## src/assert_macros.svh

```systemverilog
// Assertion macros shared by the RTL files.
`ifndef ASSERT_MACROS_SVH
`define ASSERT_MACROS_SVH

// Check that a condition holds at every clock edge out of reset.
`define BFHA_ASSERT(lbl, expr, msg) \
  lbl: assert property (@(posedge clk_i) disable iff (!rst_ni) (expr)) else $error(msg);

// Check that a condition implies another one in the same cycle.
`define BFHA_IMPLY(lbl, ante, cons, msg) \
  lbl: assert property (@(posedge clk_i) disable iff (!rst_ni) (ante) |-> (cons)) \
    else $error(msg);

// Check that a condition implies another one in the next cycle.
`define BFHA_NEXT(lbl, ante, cons, msg) \
  lbl: assert property (@(posedge clk_i) disable iff (!rst_ni) (ante) |=> (cons)) \
    else $error(msg);

`endif

```

## src/bfha_ram.sv

```systemverilog
`default_nettype none
module bfha_ram #(
  parameter int WIDTH = 8,
  parameter int DEPTH = 16
) (
  input  wire logic                     clk_i,
  input  wire logic                     we_i,
  input  wire logic [$clog2(DEPTH)-1:0] waddr_i,
  input  wire logic [WIDTH-1:0]         wdata_i,
  input  wire logic [$clog2(DEPTH)-1:0] raddr_i,
  output logic      [WIDTH-1:0]         rdata_o
);

  logic [WIDTH-1:0] mem_q [DEPTH];

  // Write and read with registered data
  always_ff @(posedge clk_i) begin
    if (we_i) begin
      mem_q[waddr_i] <= wdata_i;
    end
    rdata_o <= mem_q[raddr_i];
  end

endmodule
`default_nettype wire

```

## config.mk

```make
export PLATFORM = sky130hd
export DESIGN_NAME = bfha_ram
export DESIGN_NICKNAME = d
export VERILOG_FILES = /design/src/assert_macros.svh /design/src/bfha_ram.sv
export SDC_FILE = /design/constraint.sdc
export NUM_CORES = 1
export LEC_CHECK = 0
export ABC_CLOCK_PERIOD_IN_PS = 2200
export BUFFER_PORTS_ARGS = -buffer_cell sky130_fd_sc_hd__clkbuf_2
export CORE_MARGIN = 1.5
export CORE_UTILIZATION = 35
export CTS_CLUSTER_SIZE = 12
export DETAILED_ROUTE_END_ITERATION = 8
export PLACE_DENSITY = 0.51
export SLEW_MARGIN = 20
export SYNTH_ARGS = -nofsm -noshare
export SYNTH_HDL_FRONTEND = slang
export SYNTH_SLANG_ARGS = --single-unit
```

## constraint.sdc

```tcl
create_clock -name clk_i -period 2.2 [get_ports clk_i]
set_input_delay 0.22 -clock clk_i [delete_from_list [all_inputs] [get_ports clk_i]]
set_output_delay 0.22 -clock clk_i [all_outputs]
set_load 0.02 [all_outputs]
```

==> metrics.txt, run 1 <==
# TYPE chip_impl_metric gauge
chip_impl_metric{name="fin_crit_sh",unit="%"} 64.4
chip_impl_metric{name="antennaDiodeCount",unit=""} 0
chip_impl_metric{name="avgViaCountPerCell",unit=""} 5.01
chip_impl_metric{name="drtIter0Drc",unit=""} 145
chip_impl_metric{name="placed_cells_incl_taps",unit=""} 448
chip_impl_metric{name="global_route.overflow_total",unit=""} 0
chip_impl_info{name="clock_tree_from_tritoncts",value="done"} 1
chip_impl_metric{name="final-max-slew-violation-count",unit=""} 0
chip_impl_metric{name="required",unit="ns"} 2.48
chip_impl_metric{name="grt_start_max_net_pins",unit=""} 33
chip_impl_info{name="launching_element_type_of_the_critical_path",value="flip-flop"} 1
chip_impl_metric{name="irDropWorstVdd",unit="µV"} 523
chip_impl_metric{name="synth_sequential_area_ratio",unit="%"} 77.8
chip_impl_metric{name="routed-via-count",unit=""} 2404
chip_impl_metric{name="critical_path_arrival",unit="ns"} 1.70
chip_impl_metric{name="post-layout-total-power",unit="mW"} 5.92
chip_impl_metric{name="report.final.hold_viol_count",unit=""} 0
chip_impl_metric{name="numPortBuffers",unit=""} 25
chip_impl_metric{name="post_layout_nonfiller_instances",unit=""} 480
chip_impl_metric{name="finalWirelength",unit="mm"} 10.6
chip_impl_metric{name="yosys_warnings",unit=""} 0
chip_impl_metric{name="gp_congestion",unit=""} 0.680
chip_impl_metric{name="placed_area",unit="mm²"} 0.00559
chip_impl_metric{name="global_route_wire_length_before_repair",unit="mm"} 15.7
chip_impl_metric{name="layout-area-overhead-vs-synth",unit="%"} 19.9
chip_impl_metric{name="tns",unit="ns"} 0
chip_impl_metric{name="rows",unit=""} 44
chip_impl_metric{name="max_freq",unit="MHz"} 706
chip_impl_metric{name="pre_cts_ws",unit="ns"} 0.413
chip_impl_metric{name="mappedNetlistArea",unit="mm²"} 0.00515
chip_impl_info{name="cp_top_family",value="multiplexers"} 1
chip_impl_metric{name="post_route_drc",unit=""} 0
chip_impl_metric{name="ctsLongestPathBuffers",unit=""} 2
chip_impl_metric{name="layout-drive-gt1-share",unit="%"} 30.4
chip_impl_metric{name="final.hold.worst_slack",unit="ns"} 0.243
chip_impl_metric{name="ioPinCount",unit=""} 26
chip_impl_metric{name="period_needed",unit="ns"} 1.42
chip_impl_metric{name="max_cap_violations",unit=""} 0
chip_impl_info{name="run_status",value="finished clean"} 1
chip_impl_metric{name="wl_per_cell",unit="µm"} 22.0
chip_impl_metric{name="finalInstanceArea",unit="mm²"} 0.00617
chip_impl_metric{name="antenna_found_initial",unit=""} 0
chip_impl_metric{name="hpwl",unit="mm"} 6.43
chip_impl_info{name="master_of_the_slowest_instance_on_the_critical_path",value="sky130_fd_sc_hd__mux4_1"} 1
chip_impl_metric{name="final-setup-viol-count",unit=""} 0
chip_impl_metric{name="power.density",unit="mW/mm²"} 960
chip_impl_metric{name="cts.clk_slew.worst_paths",unit="ns"} 0.06
chip_impl_metric{name="clock-sinks",unit=""} 136
chip_impl_metric{name="floorplan.core_area",unit="mm²"} 0.0144
chip_impl_metric{name="worst_clock_skew",unit="ns"} 0.00528
chip_impl_metric{name="rrSetupSlack",unit="ns"} 0.78
chip_impl_metric{name="postSynthAreaPerCell",unit="µm²"} 22.5
chip_impl_metric{name="synthCells",unit=""} 229
chip_impl_metric{name="path_buf_inv",unit=""} 0
chip_impl_metric{name="initial_core_util",unit="%"} 35.7
chip_impl_metric{name="first_global_vias",unit=""} 2519
chip_impl_info{name="critical_path_cell_sequence",value="mux4_1, a22oi_1, nand2_1"} 1
chip_impl_metric{name="clk_latency",unit="ns"} 0.41
chip_impl_metric{name="worstPathMaxFanout",unit=""} 1
chip_impl_metric{name="fin_util",unit="%"} 42.8
chip_impl_metric{name="area_of_the_die",unit="mm²"} 0.0154
chip_impl_info{name="synth_top_cell_by_area",value="sky130_fd_sc_hd__edfxtp_1"} 1
chip_impl_metric{name="postCtsSetupRepairBufs",unit=""} 0
chip_impl_info{name="worstSetupEndpointType",value="flip-flop"} 1
chip_impl_info{name="grt_setup_unrepaired",value="false"} 1
chip_impl_metric{name="finish.net_count",unit=""} 301
chip_impl_metric{name="cts_resized",unit=""} 0
chip_impl_metric{name="tightest_slew",unit="ns"} 0.442
chip_impl_info{name="worst_hold_path_type",value="in -> reg"} 1
chip_impl_metric{name="p_leak",unit="nW"} 2.10
chip_impl_metric{name="slew-limit-headroom",unit="%"} 70.5
chip_impl_metric{name="critPathMaxStageDelay",unit="ns"} 0.50
chip_impl_metric{name="postRouteAntennaNets",unit=""} 0
chip_impl_info{name="synth_area_leaders",value="sky130_fd_sc_hd__edfxtp_1 75%, sky130_fd_sc_hd__mux4_2 7.9%, sky130_fd_sc_hd__mux4_1 7.1%"} 1
chip_impl_metric{name="die-width",unit="µm"} 124
chip_impl_metric{name="yosys.cell_types.count",unit=""} 19
chip_impl_metric{name="grtUsageTotal",unit="%"} 14.5
chip_impl_metric{name="cts.htree.levels",unit=""} 4
chip_impl_metric{name="vertical_extent_of_the_die",unit="µm"} 124
chip_impl_metric{name="ys_ff_latch",unit=""} 136
chip_impl_metric{name="numCtsBuffers",unit=""} 17
chip_impl_info{name="critPathKind",value="reg -> reg"} 1
chip_impl_metric{name="syn_nets",unit=""} 247
chip_impl_metric{name="cts.hold.buffers_added",unit=""} 0
chip_impl_metric{name="synth_top_area_share",unit="%"} 74.7
chip_impl_metric{name="drt_first_pass_iters",unit=""} 6
chip_impl_info{name="ctsRootBufferMaster",value="sky130_fd_sc_hd__clkbuf_16"} 1
chip_impl_metric{name="final.setup.worst_slack",unit="ns"} 0.784
[cells by family after synthesis]
logic type             count (synthesis)  share of synthesized area, %
DFF                                  136                          77.8
muxes                                 32                          15.0
buffers and inverters                 10                          1.68
AOI/OAI and AO/OA                     16                          2.33
and+or+nand+nor                       35                          3.18
[layout by cell type (no fill, tap or decap), drive strengths merged]
cell type  instances
nor3               4
nand2b             2
and2               1
clkinv             1
and2b              1
edfxtp           128
nor2              13
nand3              1
dfxtp              8
buf               20
nand3b             2
nor2b              1
nand2              9
mux4              32
or3b               1
clkbuf            55
bufinv             1
a22oi             16
[cells in the mapped netlist, drive strengths merged]
cell type	n
clkdlybuf4s25	3
and2	1
nand3b	2
nand2b	2
a22oi	16
edfxtp	128
nor3	4
nor2b	1
mux4	32
nor2	13
dfxtp	8
or3b	1
nand3	1
buf	7
and2b	1
nand2	9
[final timing paths]
path	from	endpoint	cells after the start
worst max-delay path	mem_q[1][0]	rdata_o[0]	3
worst min-delay path	wdata_i[4]	mem_q[15][4]	1
worst max register to register	mem_q[1][0]	rdata_o[0]	3
worst min register to register	mem_q[4][6]	rdata_o[6]	3
[layout make-up]
class,count,area (µm²)
Tap cell,184,230
Multi-Input combinational cell,83,1060
Sequential cell,136,4000
Timing Repair Buffer,45,300
Clock buffer,30,544
Fill cell,1290,8250
Clock inverter,2,35.0
[sequential cells by signal (all words and copies together), names as in the netlist]
name and flops:
mem_q 128, rdata_o 8
[routing by layer]
layer	GRT usage (%)	share of wire, %	vias up
li1	-	-	1082
met1	19.7	48	1253
met2	22.0	47	51
met3	4.04	3.4	18
met4	6.15	2.1	0
met5	0	0	-
[report_power, final]
part | leakage (nW) | switching, mW | internal, mW | total, mW
clock | 0.285 | 0.952 | 1.77 | 2.72
combinational | 0.590 | 0.170 | 0.117 | 0.287
sequential | 1.22 | 0.0201 | 2.90 | 2.92
No activity file was read; power rests on OpenSTA's default activity.
==> run 2: changes to the inputs <==
ABC_CLOCK_PERIOD_IN_PS = 1200   (was 2200)
PLACE_DENSITY = 0.53   (was 0.51)
clock period = 1.2 ns   (was 2.2 ns; I/O delays follow)
==> metrics.txt, run 2 (same netlist as run 1, synthesis figures left out) <==
# TYPE chip_impl_metric gauge
chip_impl_metric{name="critical_path_arrival",unit="ns"} 1.56
chip_impl_metric{name="cts.clk_slew.worst_paths",unit="ns"} 0.06
chip_impl_metric{name="max_cap_violations",unit=""} 0
chip_impl_info{name="max_flop_register",value="mem_q"} 1
chip_impl_metric{name="final.setup.worst_slack",unit="ns"} -0.0672
chip_impl_metric{name="ioPinCount",unit=""} 26
chip_impl_metric{name="post-layout-total-power",unit="mW"} 11.6
chip_impl_metric{name="period_needed",unit="ns"} 1.27
chip_impl_metric{name="worstPathMaxFanout",unit=""} 1
chip_impl_metric{name="finalInstanceArea",unit="mm²"} 0.00638
chip_impl_metric{name="global_route.overflow_total",unit=""} 0
chip_impl_metric{name="clock-sinks",unit=""} 136
chip_impl_metric{name="grt_start_max_net_pins",unit=""} 26
chip_impl_metric{name="irDropWorstVdd",unit="µV"} 1030
chip_impl_metric{name="antennaDiodeCount",unit=""} 0
chip_impl_metric{name="power.density",unit="mW/mm²"} 1820
chip_impl_info{name="cp_top_family",value="multiplexers"} 1
chip_impl_metric{name="report.final.hold_viol_count",unit=""} 0
chip_impl_metric{name="grtUsageTotal",unit="%"} 13.8
chip_impl_metric{name="first_global_vias",unit=""} 2554
chip_impl_info{name="grt_setup_unrepaired",value="true"} 1
chip_impl_info{name="reg_top3",value="mem_q: 128 flops, rdata_o: 8 flops"} 1
chip_impl_metric{name="fill_cells",unit=""} 1242
chip_impl_info{name="worst_hold_path_type",value="in -> reg"} 1
chip_impl_metric{name="gp_congestion",unit=""} 0.701
chip_impl_metric{name="groute.layer.met2.usage",unit="%"} 21.8
chip_impl_metric{name="final-max-slew-violation-count",unit=""} 0
chip_impl_metric{name="layout-drive-gt1-share",unit="%"} 42.1
chip_impl_info{name="worstSetupEndpointType",value="flip-flop"} 1
chip_impl_metric{name="largest_register_ff_count",unit=""} 128
chip_impl_metric{name="post_route_drc",unit=""} 0
chip_impl_metric{name="required",unit="ns"} 1.49
chip_impl_metric{name="initial_core_util",unit="%"} 35.7
chip_impl_metric{name="max_freq",unit="MHz"} 789
chip_impl_metric{name="numPortBuffers",unit=""} 25
chip_impl_info{name="global_route.peak_usage_layer",value="met2"} 1
chip_impl_metric{name="path_buf_inv",unit=""} 0
chip_impl_info{name="critPathKind",value="reg -> reg"} 1
chip_impl_metric{name="routed-via-count",unit=""} 2428
chip_impl_info{name="clock_tree_from_tritoncts",value="done"} 1
chip_impl_metric{name="area_of_the_die",unit="mm²"} 0.0154
chip_impl_metric{name="antenna_found_initial",unit=""} 0
chip_impl_info{name="critical_path_cell_sequence",value="mux4_2, a22oi_2, nand2_1"} 1
chip_impl_metric{name="fin_crit_sh",unit="%"} 106
chip_impl_metric{name="tightest_slew",unit="ns"} 0.965
chip_impl_metric{name="postCtsSetupRepairBufs",unit=""} 0
chip_impl_metric{name="ff_latch_area",unit="mm²"} 0.00400
chip_impl_metric{name="rows",unit=""} 44
chip_impl_info{name="master_of_the_slowest_instance_on_the_critical_path",value="sky130_fd_sc_hd__mux4_2"} 1
chip_impl_metric{name="multiInputGateArea",unit="mm²"} 0.00110
chip_impl_metric{name="drt_first_pass_iters",unit=""} 4
chip_impl_metric{name="global_route_wire_length_before_repair",unit="mm"} 15.3
chip_impl_metric{name="finalWirelength",unit="mm"} 9.96
chip_impl_metric{name="worst_clock_skew",unit="ns"} 0.00321
chip_impl_metric{name="vertical_extent_of_the_die",unit="µm"} 124
chip_impl_metric{name="floorplan.core_area",unit="mm²"} 0.0144
chip_impl_metric{name="critPathMaxStageDelay",unit="ns"} 0.53
chip_impl_info{name="ctsRootBufferMaster",value="sky130_fd_sc_hd__clkbuf_16"} 1
chip_impl_metric{name="avgViaCountPerCell",unit=""} 5.00
chip_impl_metric{name="hpwl",unit="mm"} 6.46
chip_impl_info{name="mostFrequentLayoutCell",value="sky130_fd_sc_hd__edfxtp_1"} 1
chip_impl_metric{name="drtIter0Drc",unit=""} 204
chip_impl_metric{name="clk_latency",unit="ns"} 0.40
chip_impl_metric{name="placed_area",unit="mm²"} 0.00571
chip_impl_metric{name="postRouteAntennaNets",unit=""} 0
chip_impl_metric{name="ctsLongestPathBuffers",unit=""} 2
chip_impl_metric{name="final.hold.worst_slack",unit="ns"} 0.129
chip_impl_info{name="run_status",value="finished, violations left"} 1
chip_impl_metric{name="cts.htree.levels",unit=""} 4
chip_impl_info{name="violated_checks",value="setup timing"} 1
chip_impl_metric{name="numCtsBuffers",unit=""} 17
chip_impl_metric{name="die-width",unit="µm"} 124
chip_impl_info{name="launching_element_type_of_the_critical_path",value="flip-flop"} 1
chip_impl_info{name="mostFrequentLayoutCells",value="128 x sky130_fd_sc_hd__edfxtp_1, 30 x sky130_fd_sc_hd__mux4_2, 25 x sky130_fd_sc_hd__clkbuf_2"} 1
chip_impl_metric{name="finish.net_count",unit=""} 307
chip_impl_metric{name="p_leak",unit="nW"} 2.13
chip_impl_metric{name="final-setup-viol-count",unit=""} 7
chip_impl_metric{name="grt_use_met3",unit="%"} 3.31
chip_impl_metric{name="layout-area-overhead-vs-synth",unit="%"} 24.0
chip_impl_metric{name="wl_per_cell",unit="µm"} 20.5
chip_impl_metric{name="grt_use_met1",unit="%"} 18.8
chip_impl_metric{name="slew-limit-headroom",unit="%"} 35.4
==> run 2: cell type report <==
cell class / instances / area share (%)
Timing Repair Buffer: 51 / 6.19
Clock inverter: 15 / 3.61
Tap cell: 184 / 3.61
Clock buffer: 17 / 6.66
Sequential cell: 136 / 62.7
Multi-Input combinational cell: 83 / 17.2
==> run 2: stage by stage <==
stage | setup slack (ns) | std cells | setup TNS (ns) | util, %
floorplan | -0.0563 | 229 | -0.353 | -
global placement | -0.389 | 454 | -6.31 | 39.6
detailed placement | -0.389 | 454 | -7.04 | 39.6
CTS | -0.0632 | 486 | -0.324 | 44.2
global route | -0.104 | 486 | -0.615 | 44.3
finish | -0.0672 | 486 | -0.236 | 44.3
==> run 2: where the power goes <==
part           internal [mW]  leakage [nW]  switching, mW  total, mW
registers               5.31          1.22         0.0361       5.35
logic                  0.250         0.591          0.332      0.581
clock network           3.87         0.317           1.85       5.71
==> run 2: final timing paths <==
kind	cells after the start	to	startpoint	slack [ns]
worst min-delay path	1	mem_q[7][1]	wdata_i[1]	0.13
worst max-delay path	3	rdata_o[4]	mem_q[3][4]	-0.07
worst min register to register	3	rdata_o[3]	mem_q[4][3]	0.66
worst max register to register	3	rdata_o[4]	mem_q[3][4]	-0.07
==> run 2: routing by layer <==
| metal | routed length (µm) | share of wire [%] |
|---|---|---|
| met1 | 4480 | 45 |
| met2 | 4950 | 50 |
| met5 | 0 | 0 |
| met4 | 134 | 1.3 |
| met3 | 389 | 3.9 |
==> run 2: repair_timing <==
item | 4_1_cts | 5_1_grt
hold buffers | 0 | 0
endpoints found under the setup margin | 8 | 8
resized for setup | 15 | 3
pin swaps | 10 | 1
==> run 3: changes to the inputs <==
ABC_CLOCK_PERIOD_IN_PS = 1500   (was 1200)
PLACE_DENSITY = 0.51   (was 0.53)
clock period = 1.5 ns   (was 1.2 ns; I/O delays follow)
==> metrics.txt, run 3 (same netlist as run 1, synthesis figures left out) <==
# TYPE chip_impl_metric gauge
chip_impl_metric{name="finalInstanceArea",unit="mm²"} 0.00630
chip_impl_metric{name="tightest_slew",unit="ns"} 0.833
chip_impl_metric{name="max_cap_violations",unit=""} 0
chip_impl_metric{name="p_leak",unit="nW"} 2.16
chip_impl_metric{name="post_route_drc",unit=""} 0
chip_impl_metric{name="final-max-slew-violation-count",unit=""} 0
chip_impl_metric{name="initial_core_util",unit="%"} 35.7
chip_impl_info{name="critical_path_cell_sequence",value="mux4_1, a22oi_1, nand2_1"} 1
chip_impl_info{name="worst_hold_path_type",value="in -> reg"} 1
chip_impl_metric{name="layout-drive-gt1-share",unit="%"} 34.1
chip_impl_metric{name="timing.hold.worst_path_depth",unit=""} 1
chip_impl_info{name="run_status",value="finished clean"} 1
chip_impl_metric{name="power.density",unit="mW/mm²"} 1400
chip_impl_metric{name="antennaDiodeCount",unit=""} 0
chip_impl_metric{name="cts.hold.buffers_added",unit=""} 0
chip_impl_metric{name="cts_resized",unit=""} 0
chip_impl_metric{name="worst_clock_skew",unit="ns"} 0.00579
chip_impl_metric{name="first_global_vias",unit=""} 2597
chip_impl_metric{name="critical_path_arrival",unit="ns"} 1.68
chip_impl_info{name="grt_setup_unrepaired",value="false"} 1
chip_impl_metric{name="fin_util",unit="%"} 43.7
chip_impl_info{name="launching_element_type_of_the_critical_path",value="flip-flop"} 1
chip_impl_metric{name="grt_start_max_net_pins",unit=""} 22
chip_impl_metric{name="global_route.overflow_total",unit=""} 0
chip_impl_metric{name="routed-via-count",unit=""} 2450
chip_impl_metric{name="postCtsSetupRepairBufs",unit=""} 0
chip_impl_metric{name="cts.htree.levels",unit=""} 4
chip_impl_metric{name="report.final.hold_viol_count",unit=""} 0
chip_impl_metric{name="period_needed",unit="ns"} 1.39
chip_impl_metric{name="global_route_wire_length_before_repair",unit="mm"} 15.6
chip_impl_metric{name="slew-limit-headroom",unit="%"} 44.3
chip_impl_metric{name="rows",unit=""} 44
chip_impl_metric{name="ioPinCount",unit=""} 26
chip_impl_metric{name="max_freq",unit="MHz"} 719
chip_impl_info{name="master_of_the_slowest_instance_on_the_critical_path",value="sky130_fd_sc_hd__mux4_1"} 1
chip_impl_metric{name="hpwl",unit="mm"} 6.72
chip_impl_metric{name="gp_congestion",unit=""} 0.791
chip_impl_metric{name="vertical_extent_of_the_die",unit="µm"} 124
chip_impl_info{name="mostFrequentLayoutCell",value="sky130_fd_sc_hd__edfxtp_1"} 1
chip_impl_metric{name="floorplan.core_area",unit="mm²"} 0.0144
chip_impl_metric{name="rr_worst_depth",unit=""} 3
chip_impl_metric{name="final.hold.worst_slack",unit="ns"} 0.148
chip_impl_metric{name="post-layout-total-power",unit="mW"} 8.82
chip_impl_info{name="max_flop_register",value="mem_q"} 1
chip_impl_metric{name="largest_register_ff_count",unit=""} 128
chip_impl_metric{name="final-setup-viol-count",unit=""} 0
chip_impl_metric{name="final.setup.worst_slack",unit="ns"} 0.108
chip_impl_metric{name="critPathMaxStageDelay",unit="ns"} 0.53
chip_impl_metric{name="wl_per_cell",unit="µm"} 20.6
chip_impl_metric{name="grtUsageTotal",unit="%"} 14.2
chip_impl_metric{name="pre_cts_ws",unit="ns"} -0.158
chip_impl_info{name="ctsRootBufferMaster",value="sky130_fd_sc_hd__clkbuf_16"} 1
chip_impl_metric{name="worstPathMaxFanout",unit=""} 1
chip_impl_metric{name="die-width",unit="µm"} 124
chip_impl_info{name="critPathKind",value="reg -> reg"} 1
chip_impl_metric{name="ctsLongestPathBuffers",unit=""} 2
chip_impl_metric{name="finish.net_count",unit=""} 313
chip_impl_metric{name="drtIter0Drc",unit=""} 143
chip_impl_metric{name="clock-sinks",unit=""} 136
chip_impl_metric{name="avgViaCountPerCell",unit=""} 4.98
chip_impl_metric{name="area_of_the_die",unit="mm²"} 0.0154
chip_impl_metric{name="layout-area-overhead-vs-synth",unit="%"} 22.3
chip_impl_metric{name="cts.clk_slew.worst_paths",unit="ns"} 0.06
chip_impl_metric{name="fin_crit_sh",unit="%"} 92.8
chip_impl_metric{name="irDropWorstVdd",unit="µV"} 719
chip_impl_metric{name="numPortBuffers",unit=""} 25
chip_impl_metric{name="required",unit="ns"} 1.79
chip_impl_info{name="reg_top3",value="mem_q: 128 flops, rdata_o: 8 flops"} 1
chip_impl_info{name="mostFrequentLayoutCells",value="128 x sky130_fd_sc_hd__edfxtp_1, 28 x sky130_fd_sc_hd__buf_4, 25 x sky130_fd_sc_hd__clkbuf_2"} 1
chip_impl_metric{name="numCtsBuffers",unit=""} 17
chip_impl_metric{name="drt_first_pass_iters",unit=""} 4
chip_impl_metric{name="antenna_found_initial",unit=""} 0
chip_impl_metric{name="placed_area",unit="mm²"} 0.00571
chip_impl_info{name="clock_tree_from_tritoncts",value="done"} 1
chip_impl_metric{name="clk_latency",unit="ns"} 0.42
chip_impl_info{name="worstSetupEndpointType",value="flip-flop"} 1
chip_impl_metric{name="postRouteAntennaNets",unit=""} 0
chip_impl_metric{name="finalWirelength",unit="mm"} 10.1
-- run 3: cell types whose count changed in the layout (fill, tap and decap cells not counted), moves of 8 or more --
cell                      previous run  this run
sky130_fd_sc_hd__a22oi_1             6        16
sky130_fd_sc_hd__buf_4              20        28
sky130_fd_sc_hd__mux4_2             30        18
sky130_fd_sc_hd__mux4_1              2        14
sky130_fd_sc_hd__a22oi_2            10         0
-- run 3: through the flow --
step / setup TNS [ns] / cells
final: 0 / 492
after global routing: 0 / 492
after CTS: 0 / 492
after detailed placement: -0.509 / 460
after global placement: -0.445 / 460
after floorplan: 0 / 229
-- run 3: metal layers --
metal  GRT usage [%]  up-vias  routed length [µm]
li1                -     1105                   -
met1            18.7     1266                4580
met2            21.7       60                4850
met3            3.91       19                 424
met4            7.51        0                 263
met5               0        -                   0
-- run 3: final timing paths --
kind	from	endpoint	slack, ns
max	mem_q[6][2]	rdata_o[2]	0.11
min	wdata_i[1]	mem_q[3][1]	0.15
max reg2reg	mem_q[6][2]	rdata_o[2]	0.11
min reg2reg	mem_q[12][5]	rdata_o[5]	0.68
-- run 3: report_power, final --
part	switching (mW)	total, mW	internal, mW
Sequential	0.0220	4.27	4.25
Clock	1.50	4.10	2.60
Combinational	0.259	0.450	0.191
Total	1.79	8.82	7.04
-- run 3: final cells by class --
type                    instances  area [µm²]
flip-flops and latches        136        4000
multi-input cells              83        1060
repair buffers                 57         415
fillers                      1266        8130
well taps                     184         230
clock inverters                13         153
clock buffers                  19         433
-- run 3: worst max-delay path, delay by kind of cell (launching register included) --
family / cells / cell delay (ns)
AOI/OAI and AO/OA: 1 / 0.26
DFF: 1 / 0.36
muxes: 1 / 0.53
and+or+nand+nor: 1 / 0.11
